## src/rtl/skt_pkg.sv

```systemverilog
// ----------------------------------------------------------------------------
// Sorted key table package
// Shared types, operation codes and status codes of the sorted key table.
// ----------------------------------------------------------------------------
package skt_pkg;

  localparam int SKT_CAPACITY = 32;

  localparam int KEY_W  = 32;
  localparam int ATTR_W = 16;
  localparam int POS_W  = 6;
  localparam int IDX_W  = 5;
  localparam int FUNC_W = 2;
  localparam int STAT_W = 2;

  // Operation codes.
  localparam logic [FUNC_W-1:0] FUNC_INSERT = 2'd0;
  localparam logic [FUNC_W-1:0] FUNC_FIND   = 2'd1;
  localparam logic [FUNC_W-1:0] FUNC_READ   = 2'd2;
  localparam logic [FUNC_W-1:0] FUNC_DUMP   = 2'd3;

  // Result status codes.
  localparam logic [STAT_W-1:0] STAT_OK       = 2'd0;
  localparam logic [STAT_W-1:0] STAT_DUP      = 2'd1;
  localparam logic [STAT_W-1:0] STAT_FULL     = 2'd2;
  localparam logic [STAT_W-1:0] STAT_NOTFOUND = 2'd3;

  typedef struct packed {
    logic [KEY_W-1:0]  key;
    logic              kind;
    logic [ATTR_W-1:0] attr;
  } skt_entry_t;

  // Per-cell control issued by the sequencer.
  typedef struct packed {
    logic cmp_en;
    logic load_new;
    logic shift_in;
  } skt_cell_ctl_t;

endpackage

```

## src/rtl/skt_cell.sv

```systemverilog
// ----------------------------------------------------------------------------
// Sorted key table cell
// Holds one entry, compares it against a search key and takes either a new
// entry or its lower neighbor's entry when an insert opens a slot.
// ----------------------------------------------------------------------------
module skt_cell
  import skt_pkg::*;
(
  input  logic          clk,
  input  logic          rst_n,
  input  skt_cell_ctl_t ctl,
  input  logic          occ,
  input  logic [KEY_W-1:0] cmp_key,
  input  skt_entry_t    new_ent,
  input  skt_entry_t    left_ent,
  output skt_entry_t    ent,
  output logic          le,
  output logic          eq
);

  skt_entry_t ent_r;
  logic       le_r;
  logic       eq_r;

  always_ff @(posedge clk) begin
    if (ctl.load_new) begin
      ent_r <= new_ent;
    end else if (ctl.shift_in) begin
      ent_r <= left_ent;
    end
  end

  // Compare flags are only meaningful for occupied cells.
  always_ff @(posedge clk) begin
    if (!rst_n) begin
      le_r <= 1'b0;
      eq_r <= 1'b0;
    end else if (ctl.cmp_en) begin
      le_r <= occ && (ent_r.key <= cmp_key);
      eq_r <= occ && (ent_r.key == cmp_key);
    end
  end

  assign ent = ent_r;
  assign le  = le_r;
  assign eq  = eq_r;

endmodule

```

## src/rtl/sorted_key_table_unit.sv

```systemverilog
// ----------------------------------------------------------------------------
// Sorted key table unit
// A table of entries kept in ascending key order in a chain of cells.
// ----------------------------------------------------------------------------
// Usage: commands arrive as transfers on the in_ stream; results leave as
// transfers on the out_ stream. Insert, find and read produce exactly one
// result with out_tlast high. Dump produces one result per stored entry in
// ascending key order, out_tlast high on the final one; a dump of an empty
// table produces nothing.
// Timing: a command is taken only while the sequencer is idle. Insert, find
// and read pass through a compare step, in which every cell compares its key
// in parallel and registers its flags, and then a resolve step, which forms
// the result and loads it into the output register; the next command is
// taken only after that. A dump emits its entries in order, one each time
// the output register is free. These steps follow from the compare stage
// of the cell chain and the single output register.
// Stall: while out_tready is low the finished result holds in the output
// register; the next command may still be taken, and it waits in its
// resolve step until the output register is free.
// Reset: rst_n (synchronous, active low) empties the table and drops any
// pending result. No clearing pass is needed; cells beyond the fill count
// are simply ignored.
// ----------------------------------------------------------------------------
module sorted_key_table_unit
  import skt_pkg::*;
#(
  parameter int CAPACITY = SKT_CAPACITY
) (
  input  logic        clk,
  input  logic        rst_n,
  // in_tdata: func[1:0], part_number[33:2], attribute[49:34], index[54:50]
  input  logic [55:0] in_tdata,
  // in_tuser: kind[0]
  input  logic        in_tuser,
  input  logic        in_tvalid,
  output logic        in_tready,
  // out_tdata: status[1:0], position[7:2], key_out[39:8], attribute_out[55:40]
  output logic [55:0] out_tdata,
  // out_tuser: kind_out[0]
  output logic        out_tuser,
  output logic        out_tlast,
  output logic        out_tvalid,
  input  logic        out_tready
);

  localparam int IDXW = $clog2(CAPACITY);
  localparam int CNTW = $clog2(CAPACITY + 1);

  // Sequencer states.
  localparam logic [1:0] S_IDLE = 2'd0;
  localparam logic [1:0] S_CMP  = 2'd1;
  localparam logic [1:0] S_EXEC = 2'd2;
  localparam logic [1:0] S_DUMP = 2'd3;

  logic [1:0]        state_r, state_nxt;
  logic [CNTW-1:0]   count_r, count_nxt;
  logic [IDXW-1:0]   dump_idx_r, dump_idx_nxt;

  // Command held for the duration of its execution.
  logic [FUNC_W-1:0] op_func_r;
  logic [KEY_W-1:0]  op_key_r;
  logic              op_kind_r;
  logic [ATTR_W-1:0] op_attr_r;
  logic [IDX_W-1:0]  op_index_r;

  // Output register.
  logic              out_valid_r;
  logic [STAT_W-1:0] res_status_r, res_status_nxt;
  logic [POS_W-1:0]  res_pos_r, res_pos_nxt;
  skt_entry_t        res_ent_r, res_ent_nxt;
  logic              res_last_r, res_last_nxt;

  logic in_xfer;
  logic out_free;
  logic out_ld;
  logic exec_go;
  logic do_ins;
  logic dup;
  logic full;
  logic rd_hit;

  logic [CAPACITY-1:0] occ;
  logic [CAPACITY-1:0] le_v;
  logic [CAPACITY-1:0] eq_v;
  logic [CAPACITY-1:0] ld_v;
  logic [CAPACITY-1:0] sh_v;
  logic [CAPACITY-1:0] sel_v;
  logic [IDXW-1:0]     eq_pos;
  logic [IDXW-1:0]     ld_pos;
  skt_entry_t          sel_ent;
  skt_entry_t          new_ent;
  skt_entry_t          cell_ent  [CAPACITY];
  skt_entry_t          left_ent  [CAPACITY];
  skt_cell_ctl_t       cell_ctl  [CAPACITY];

  logic [6:0]          cnt7;
  logic [CNTW+6:0]     cnt_ext;
  logic [6:0]          idx7;

  // Zero-extend or truncate a count-wide value to the 6-bit position field.
  function automatic logic [POS_W-1:0] to_pos(input logic [CNTW-1:0] v);
    logic [CNTW+POS_W-1:0] t;
    t = {{POS_W{1'b0}}, v};
    return t[POS_W-1:0];
  endfunction

  assign in_xfer  = in_tvalid && in_tready;
  assign in_tready = (state_r == S_IDLE);
  assign out_free = !out_valid_r || out_tready;
  assign exec_go  = (state_r == S_EXEC) && out_free;

  assign new_ent.key  = op_key_r;
  assign new_ent.kind = op_kind_r;
  assign new_ent.attr = op_attr_r;

  assign cnt_ext = {7'd0, count_r};
  assign cnt7    = cnt_ext[6:0];
  assign idx7    = {2'd0, op_index_r};

  // ---------------------------------------------------------------------------
  // Cell chain. Each cell compares its key with the command key; on insert
  // the cells above the insertion point take their lower neighbor's entry.
  // ---------------------------------------------------------------------------
  assign left_ent[0] = new_ent;

  for (genvar g = 0; g < CAPACITY; g++) begin : g_cell
    if (g > 0) begin : g_left
      assign left_ent[g] = cell_ent[g-1];
    end

    skt_cell u_cell (
      .clk      (clk),
      .rst_n    (rst_n),
      .ctl      (cell_ctl[g]),
      .occ      (occ[g]),
      .cmp_key  (op_key_r),
      .new_ent  (new_ent),
      .left_ent (left_ent[g]),
      .ent      (cell_ent[g]),
      .le       (le_v[g]),
      .eq       (eq_v[g])
    );
  end

  // Occupancy, insertion point, shift enables and selection one-hot.
  always_comb begin
    for (int i = 0; i < CAPACITY; i++) begin
      occ[i] = (CNTW'(i) < count_r);
      if (i == 0) begin
        ld_v[i] = !le_v[i];
        sh_v[i] = 1'b0;
      end else begin
        ld_v[i] = le_v[i-1] && !le_v[i];
        sh_v[i] = occ[i-1] && !le_v[i-1];
      end
      if (state_r == S_DUMP) begin
        sel_v[i] = (IDXW'(i) == dump_idx_r);
      end else if (op_func_r == FUNC_READ) begin
        sel_v[i] = occ[i] && (7'(i) == idx7);
      end else begin
        sel_v[i] = eq_v[i];
      end
    end
  end

  // One-hot to binary for the match and the insertion slot, and the
  // AND-OR read mux over the cells.
  always_comb begin
    eq_pos  = '0;
    ld_pos  = '0;
    sel_ent = '0;
    for (int i = 0; i < CAPACITY; i++) begin
      if (eq_v[i]) begin
        eq_pos = eq_pos | IDXW'(i);
      end
      if (ld_v[i]) begin
        ld_pos = ld_pos | IDXW'(i);
      end
      if (sel_v[i]) begin
        sel_ent = sel_ent | cell_ent[i];
      end
    end
  end

  assign dup    = |eq_v;
  assign full   = (count_r == CNTW'(CAPACITY));
  assign do_ins = (op_func_r == FUNC_INSERT) && !dup && !full;
  assign rd_hit = (idx7 < cnt7);

  always_comb begin
    for (int i = 0; i < CAPACITY; i++) begin
      cell_ctl[i].cmp_en   = (state_r == S_CMP);
      cell_ctl[i].load_new = exec_go && do_ins && ld_v[i];
      cell_ctl[i].shift_in = exec_go && do_ins && sh_v[i];
    end
  end

  // ---------------------------------------------------------------------------
  // Sequencer and result formation.
  // ---------------------------------------------------------------------------
  always_comb begin
    state_nxt      = state_r;
    count_nxt      = count_r;
    dump_idx_nxt   = dump_idx_r;
    out_ld         = 1'b0;
    res_status_nxt = STAT_OK;
    res_pos_nxt    = '0;
    res_ent_nxt    = '0;
    res_last_nxt   = 1'b1;

    unique case (state_r)
      S_IDLE: begin
        if (in_xfer) begin
          if (in_tdata[1:0] == FUNC_DUMP) begin
            dump_idx_nxt = '0;
            if (count_r != '0) begin
              state_nxt = S_DUMP;
            end
          end else begin
            state_nxt = S_CMP;
          end
        end
      end
      S_CMP: begin
        state_nxt = S_EXEC;
      end
      S_EXEC: begin
        if (out_free) begin
          out_ld    = 1'b1;
          state_nxt = S_IDLE;
          unique case (op_func_r)
            FUNC_INSERT: begin
              if (dup) begin
                res_status_nxt = STAT_DUP;
                res_pos_nxt    = to_pos(CNTW'(eq_pos));
                res_ent_nxt    = sel_ent;
              end else if (full) begin
                res_status_nxt = STAT_FULL;
                res_pos_nxt    = to_pos(count_r);
              end else begin
                res_status_nxt = STAT_OK;
                res_pos_nxt    = to_pos(CNTW'(ld_pos));
                res_ent_nxt    = new_ent;
                count_nxt      = count_r + 1'b1;
              end
            end
            FUNC_FIND: begin
              if (dup) begin
                res_status_nxt = STAT_OK;
                res_pos_nxt    = to_pos(CNTW'(eq_pos));
                res_ent_nxt    = sel_ent;
              end else begin
                res_status_nxt = STAT_NOTFOUND;
                res_pos_nxt    = to_pos(count_r);
              end
            end
            FUNC_READ: begin
              res_pos_nxt = {1'b0, op_index_r};
              if (rd_hit) begin
                res_status_nxt = STAT_OK;
                res_ent_nxt    = sel_ent;
              end else begin
                res_status_nxt = STAT_NOTFOUND;
              end
            end
            default: begin
              // A dump never reaches this state.
              out_ld = 1'b0;
            end
          endcase
        end
      end
      S_DUMP: begin
        if (out_free) begin
          out_ld       = 1'b1;
          res_status_nxt = STAT_OK;
          res_pos_nxt  = to_pos(CNTW'(dump_idx_r));
          res_ent_nxt  = sel_ent;
          res_last_nxt = (CNTW'(dump_idx_r) + 1'b1 == count_r);
          dump_idx_nxt = dump_idx_r + 1'b1;
          if (res_last_nxt) begin
            state_nxt = S_IDLE;
          end
        end
      end
      default: begin
        state_nxt = S_IDLE;
      end
    endcase
  end

  always_ff @(posedge clk) begin
    if (!rst_n) begin
      state_r     <= S_IDLE;
      count_r     <= '0;
      dump_idx_r  <= '0;
      out_valid_r <= 1'b0;
    end else begin
      state_r    <= state_nxt;
      count_r    <= count_nxt;
      dump_idx_r <= dump_idx_nxt;
      if (out_ld) begin
        out_valid_r <= 1'b1;
      end else if (out_tready) begin
        out_valid_r <= 1'b0;
      end
    end
  end

  // Command capture.
  always_ff @(posedge clk) begin
    if (in_xfer) begin
      op_func_r  <= in_tdata[1:0];
      op_key_r   <= in_tdata[33:2];
      op_attr_r  <= in_tdata[49:34];
      op_index_r <= in_tdata[54:50];
      op_kind_r  <= in_tuser;
    end
  end

  // Result payload.
  always_ff @(posedge clk) begin
    if (out_ld) begin
      res_status_r <= res_status_nxt;
      res_pos_r    <= res_pos_nxt;
      res_ent_r    <= res_ent_nxt;
      res_last_r   <= res_last_nxt;
    end
  end

  assign out_tvalid = out_valid_r;
  assign out_tdata  = {res_ent_r.attr, res_ent_r.key, res_pos_r, res_status_r};
  assign out_tuser  = res_ent_r.kind;
  assign out_tlast  = res_last_r;

endmodule
```

## config.mk

```make
export PLATFORM = sky130hd
export DESIGN_NAME = sorted_key_table_unit
export DESIGN_NICKNAME = d
export VERILOG_FILES = /design/src/rtl/skt_pkg.sv /design/src/rtl/skt_cell.sv /design/src/rtl/sorted_key_table_unit.sv
export SDC_FILE = /design/constraint.sdc
export NUM_CORES = 2
export LEC_CHECK = 0
export BUFFER_PORTS_ARGS = -buffer_cell sky130_fd_sc_hd__buf_2
export CAP_MARGIN = 20
export CORE_ASPECT_RATIO = 0.8
export CORE_MARGIN = 4
export CORE_UTILIZATION = 35
export CTS_BUF_LIST = sky130_fd_sc_hd__clkbuf_8
export CTS_CLUSTER_DIAMETER = 80
export CTS_CLUSTER_SIZE = 14
export DETAILED_ROUTE_END_ITERATION = 6
export PLACE_DENSITY = 0.58
export SYNTH_ARGS = -nofsm -noshare
export SYNTH_HDL_FRONTEND = slang
export SYNTH_HIERARCHICAL = 1
export SYNTH_SLANG_ARGS = --single-unit
```

## constraint.sdc

```tcl
create_clock -name clk -period 4.3 [get_ports clk]
set_input_delay 0.86 -clock clk [delete_from_list [all_inputs] [get_ports clk]]
set_output_delay 0.86 -clock clk [all_outputs]
set_load 0.005 [all_outputs]
```

==> impl_metrics.xml <==
<?xml version="1.0" encoding="UTF-8"?>
<metrics>
  <group name="run_status">
    <metric name="status" unit="">complete, but fails checks</metric>
    <metric name="violated_checks" unit="">design-rule violations, negative setup slack</metric>
  </group>
  <group name="placement">
    <metric name="placedCellCount" unit="">14700</metric>
    <metric name="post-dp-hpwl" unit="mm">546</metric>
    <metric name="numPortBuffers" unit="">119</metric>
    <metric name="placement.cell_area" unit="um2">129000</metric>
    <metric name="placement.setup.worst_slack" unit="ps">22.5</metric>
    <metric name="gp_routability_congestion" unit="">1.08</metric>
  </group>
  <group name="clocking">
    <metric name="cts.clk_slew.worst_paths" unit="ps">100</metric>
    <metric name="cts.root.buffer_cell" unit="">sky130_fd_sc_hd__clkbuf_8</metric>
    <metric name="cts_num_sinks" unit="">1760</metric>
    <metric name="cts_made_buffers" unit="">167</metric>
    <metric name="clock_path_buffers" unit="">4</metric>
    <metric name="worstSkewPairLatency" unit="ps">1040</metric>
    <metric name="cts_tree" unit="">built</metric>
    <metric name="cts_max_level" unit="">4</metric>
  </group>
  <group name="setup_path">
    <metric name="crit_chain" unit="">nor4_2 &gt; buf_4 &gt; buf_4 &gt; nand4_1 &gt; or3_1 &gt; or3_2 &gt; buf_12 &gt; buf_4 &gt; nor3_1 &gt; or2_4 &gt; buf_12</metric>
    <metric name="cp_slowest_stage_delay" unit="ps">540</metric>
    <metric name="family_of_cells_with_the_greatest_summed_delay_on_the_critical_path" unit="">simple AND/OR/NAND/NOR gates</metric>
    <metric name="critical_path.slowest_cell" unit="">sky130_fd_sc_hd__dfxtp_1</metric>
    <metric name="worst-endpoint-required" unit="ps">5010</metric>
    <metric name="cp-start-kind" unit="">register</metric>
    <metric name="critPathKind" unit="">reg2reg</metric>
    <metric name="ff2ff_setup_slack" unit="ps">-10</metric>
    <metric name="setup.worst_path.end_class" unit="">register</metric>
    <metric name="cp_common_cell" unit="">sky130_fd_sc_hd__buf_4</metric>
    <metric name="worstPathArrival" unit="ps">5030</metric>
    <metric name="critical_path_buf_inv_count" unit="">5</metric>
    <metric name="worstPathMaxFanout" unit="">25</metric>
  </group>
  <group name="sta">
    <metric name="period_minus_slack" unit="ps">4310</metric>
    <metric name="setup_viol" unit="">22</metric>
    <metric name="whs" unit="ps">45.7</metric>
    <metric name="setup_slack" unit="ps">-13.2</metric>
    <metric name="worst_pin_slew" unit="ps">1220</metric>
    <metric name="layout_worst_path_cycle_share" unit="">1.00</metric>
    <metric name="final-hold-violation-count" unit="">0</metric>
    <metric name="maxClockFrequency" unit="MHz">232</metric>
    <metric name="layout_skew" unit="ps">82.7</metric>
    <metric name="setup_repair_after_global_routing_missed_its_margin" unit="">no</metric>
    <metric name="final_max_slew_viol_count" unit="">0</metric>
    <metric name="timing.max_slew.rel_slack" unit="">0.177</metric>
  </group>
  <group name="global_route">
    <metric name="via_count_of_the_first_global_routing_pass" unit="">91300</metric>
    <metric name="grt_antenna_before_repair" unit="">111</metric>
    <metric name="grt.overflow.total" unit="">0</metric>
    <metric name="globalRouteTotalUtil" unit="">0.394</metric>
    <metric name="first_pass_grt_wire_length" unit="mm">882</metric>
    <metric name="grt_start_max_net_pins" unit="">68</metric>
  </group>
  <group name="route">
    <metric name="via_count" unit="">98700</metric>
    <metric name="drc" unit="">5</metric>
    <metric name="drtAntennaViolNets" unit="">0</metric>
    <metric name="routedWlPerCell" unit="um">45.7</metric>
    <metric name="drt_pre_antenna_iters" unit="">7</metric>
    <metric name="wl" unit="mm">687</metric>
    <metric name="post_drt_via_cell_ratio" unit="">6.56</metric>
    <metric name="initialDrtViolationCount" unit="">18300</metric>
  </group>
  <group name="pwr">
    <metric name="cellPowerDensity" unit="nW/um2">251</metric>
    <metric name="p_leak" unit="nW">52.0</metric>
    <metric name="worst_vdd_ir" unit="mV">0.284</metric>
  </group>
  <group name="final_layout">
    <metric name="postLayoutCellArea" unit="um2">133000</metric>
    <metric name="design.final.nets" unit="">11700</metric>
    <metric name="area_growth_syn_to_layout" unit="%">16.6</metric>
    <metric name="non_filler_instance_count_after_layout" unit="">15000</metric>
    <metric name="final.fill_count" unit="">31000</metric>
    <metric name="layout_cell_share_with_drive_strength_beyond_1" unit="">0.300</metric>
  </group>
  <group name="floorplanning">
    <metric name="die_height" unit="um">518</metric>
    <metric name="die_area" unit="um2">335000</metric>
    <metric name="die_width" unit="um">646</metric>
    <metric name="std_cell_rows" unit="">187</metric>
    <metric name="top_level_ports" unit="">121</metric>
    <metric name="start_util" unit="">0.351</metric>
    <metric name="design.core.area" unit="um2">324000</metric>
  </group>
  <group name="synthesis">
    <metric name="yosys_register_bits" unit="">1760</metric>
    <metric name="syn_avg_cell_area" unit="um2">11.7</metric>
    <metric name="ys.flop_type" unit="">sky130_fd_sc_hd__edfxtp_1</metric>
    <metric name="synth_edf_count" unit="">1682</metric>
    <metric name="synthArstFlopShare" unit="">0</metric>
    <metric name="synth.net_count" unit="">10800</metric>
    <metric name="netlist-cell-type-count" unit="">97</metric>
    <metric name="synthCells" unit="">9709</metric>
    <metric name="ys_seq_area_frac" unit="">0.457</metric>
    <metric name="synth_area" unit="um2">114000</metric>
    <metric name="yosysWarningCount" unit="">6</metric>
  </group>
  <group name="run">
    <metric name="max_cap_check_violation_count" unit="">0</metric>
  </group>
  <group name="worst_hold_path">
    <metric name="hold_path_class" unit="">in2reg</metric>
  </group>
</metrics>
==> registers in the layout, indices dropped and copies added (netlist names), 2 cells and up <==
signal and flops:
op_func_r 2, out_tdata 48, op_key_r 32, res_pos_r 6
dump_idx_r 5, res_status_r 2, g_cell.u_cell/eq 32, op_attr_r 16
op_index_r 5, g_cell.u_cell/le 32, g_cell.u_cell/ent 1568, count_r 6
state_r 2
==> cell families after synthesis <==
group / synth area share
muxes: 0.155
buffers and inverters: 0.0564
adders and majority gates: 0.114
other: 0.0000329
AOI/OAI and AO/OA: 0.133
and+or+nand+nor: 0.0830
DFF: 0.457
xor gates and xnor gates: 0.000923
==> layout make-up <==
| class | count | area (um2) | share of cell area |
|---|---|---|---|
| timing repair buffer | 1155 | 11900 | 0.0893 |
| sequential | 1760 | 52100 | 0.392 |
| inverter | 1168 | 4380 | 0.0330 |
| clock inverter | 73 | 588 | 0.00443 |
| multi-input combinational | 6339 | 56100 | 0.422 |
| tap | 4347 | 5440 | 0.0409 |
| clock buffer | 168 | 2310 | 0.0174 |
| antenna | 27 | 67.6 | 0.000509 |
==> layout by cell type, fill, tap and decap left out, drive strengths merged, types with 32 or more instances in the layout <==
| cell type | Yosys | routed |
|---|---|---|
| ha | 1037 | 1037 |
| a221oi | 75 | 75 |
| a211oi | 50 | 50 |
| nand2b | 63 | 63 |
| o21ai | 240 | 240 |
| o211ai | 117 | 117 |
| a22oi | 414 | 414 |
| inv | 1168 | 1208 |
| nor3 | 68 | 68 |
| a31oi | 39 | 39 |
| a2bb2oi | 44 | 44 |
| nand4 | 329 | 329 |
| nor4 | 165 | 165 |
| nand2 | 481 | 481 |
| a21boi | 51 | 51 |
| a22o | 72 | 72 |
| dfxtp | 78 | 78 |
| a222oi | 77 | 77 |
| a21oi | 526 | 526 |
| dlygate4sd3 | 0 | 51 |
| o211a | 88 | 88 |
| o21a | 39 | 39 |
| a32o | 38 | 38 |
| edfxtp | 1682 | 1682 |
| or2 | 40 | 40 |
| o2111ai | 32 | 32 |
| nor2 | 135 | 135 |
| mux2 | 1568 | 1568 |
| a21o | 53 | 53 |
| clkbuf | 176 | 168 |
| buf | 266 | 1104 |
| nor2b | 52 | 52 |
| nand3 | 140 | 140 |
| a2111oi | 64 | 64 |
==> routing by layer <==
layer / wire [um] / GRT usage / vias up
met5: 383 / 0 / -
met3: 110000 / 0.188 / 1032
met4: 28800 / 0.133 / 52
met1: 294000 / 0.569 / 50900
met2: 254000 / 0.503 / 7586
li1: - / - / 39200
==> report_power, final <==
part / internal (W) / switching (W) / leakage, nW
combinational: 0.00120 / 0.00237 / 34.6
clock: 0.00405 / 0.00695 / 1.57
sequential: 0.0186 / 0.000161 / 15.9
total: 0.0238 / 0.00948 / 52.0
==> cell usage after synthesis, drive strengths merged, types with 77 or more instances <==
library cell	number	area, um2
inv	1168	4380
a21oi	526	2660
o211ai	117	888
nor2	135	509
nor4	165	1750
o211a	88	881
a22oi	414	3110
dfxtp	78	1560
a222oi	77	771
clkbuf	176	661
edfxtp	1682	50500
o21ai	240	1200
nand2	481	1810
nand4	329	2260
buf	266	1380
nand3	140	701
ha	1037	13000
mux2	1568	17700
==> per-stage QoR <==
step                utilization  TNS (ps)  power [W]
detailed placement        0.399         0     0.0225
global placement          0.398  -1624320     0.0224
floorplan                     -         0     0.0209
CTS                       0.409         0     0.0332
finish                    0.410      -180     0.0333
global route              0.409         0     0.0342
==> path summary, 6_finish.rpt <==
kind                            depth (start not counted)                              from                                  to
worst max-delay path                                   11  g_cell[0].u_cell/eq$_SDFFE_PN0P_  g_cell[8].u_cell/ent[16]$_DFFE_PP_
worst min-delay path                                    1                      in_tdata[27]              op_key_r[25]$_DFFE_PP_
worst min register to register                          2        dump_idx_r[1]$_SDFFE_PN0P_          dump_idx_r[1]$_SDFFE_PN0P_
worst max register to register                         11  g_cell[0].u_cell/eq$_SDFFE_PN0P_  g_cell[8].u_cell/ent[16]$_DFFE_PP_
==> repair_timing <==
action,4_1_cts,5_1_grt
endpoints found under the hold margin,51,0
hold buffers,51,0
endpoints found under the setup margin,0,2
buffers inserted,0,1
gates resized for setup,0,1
Note: power is estimated with default switching activity, not from simulation.
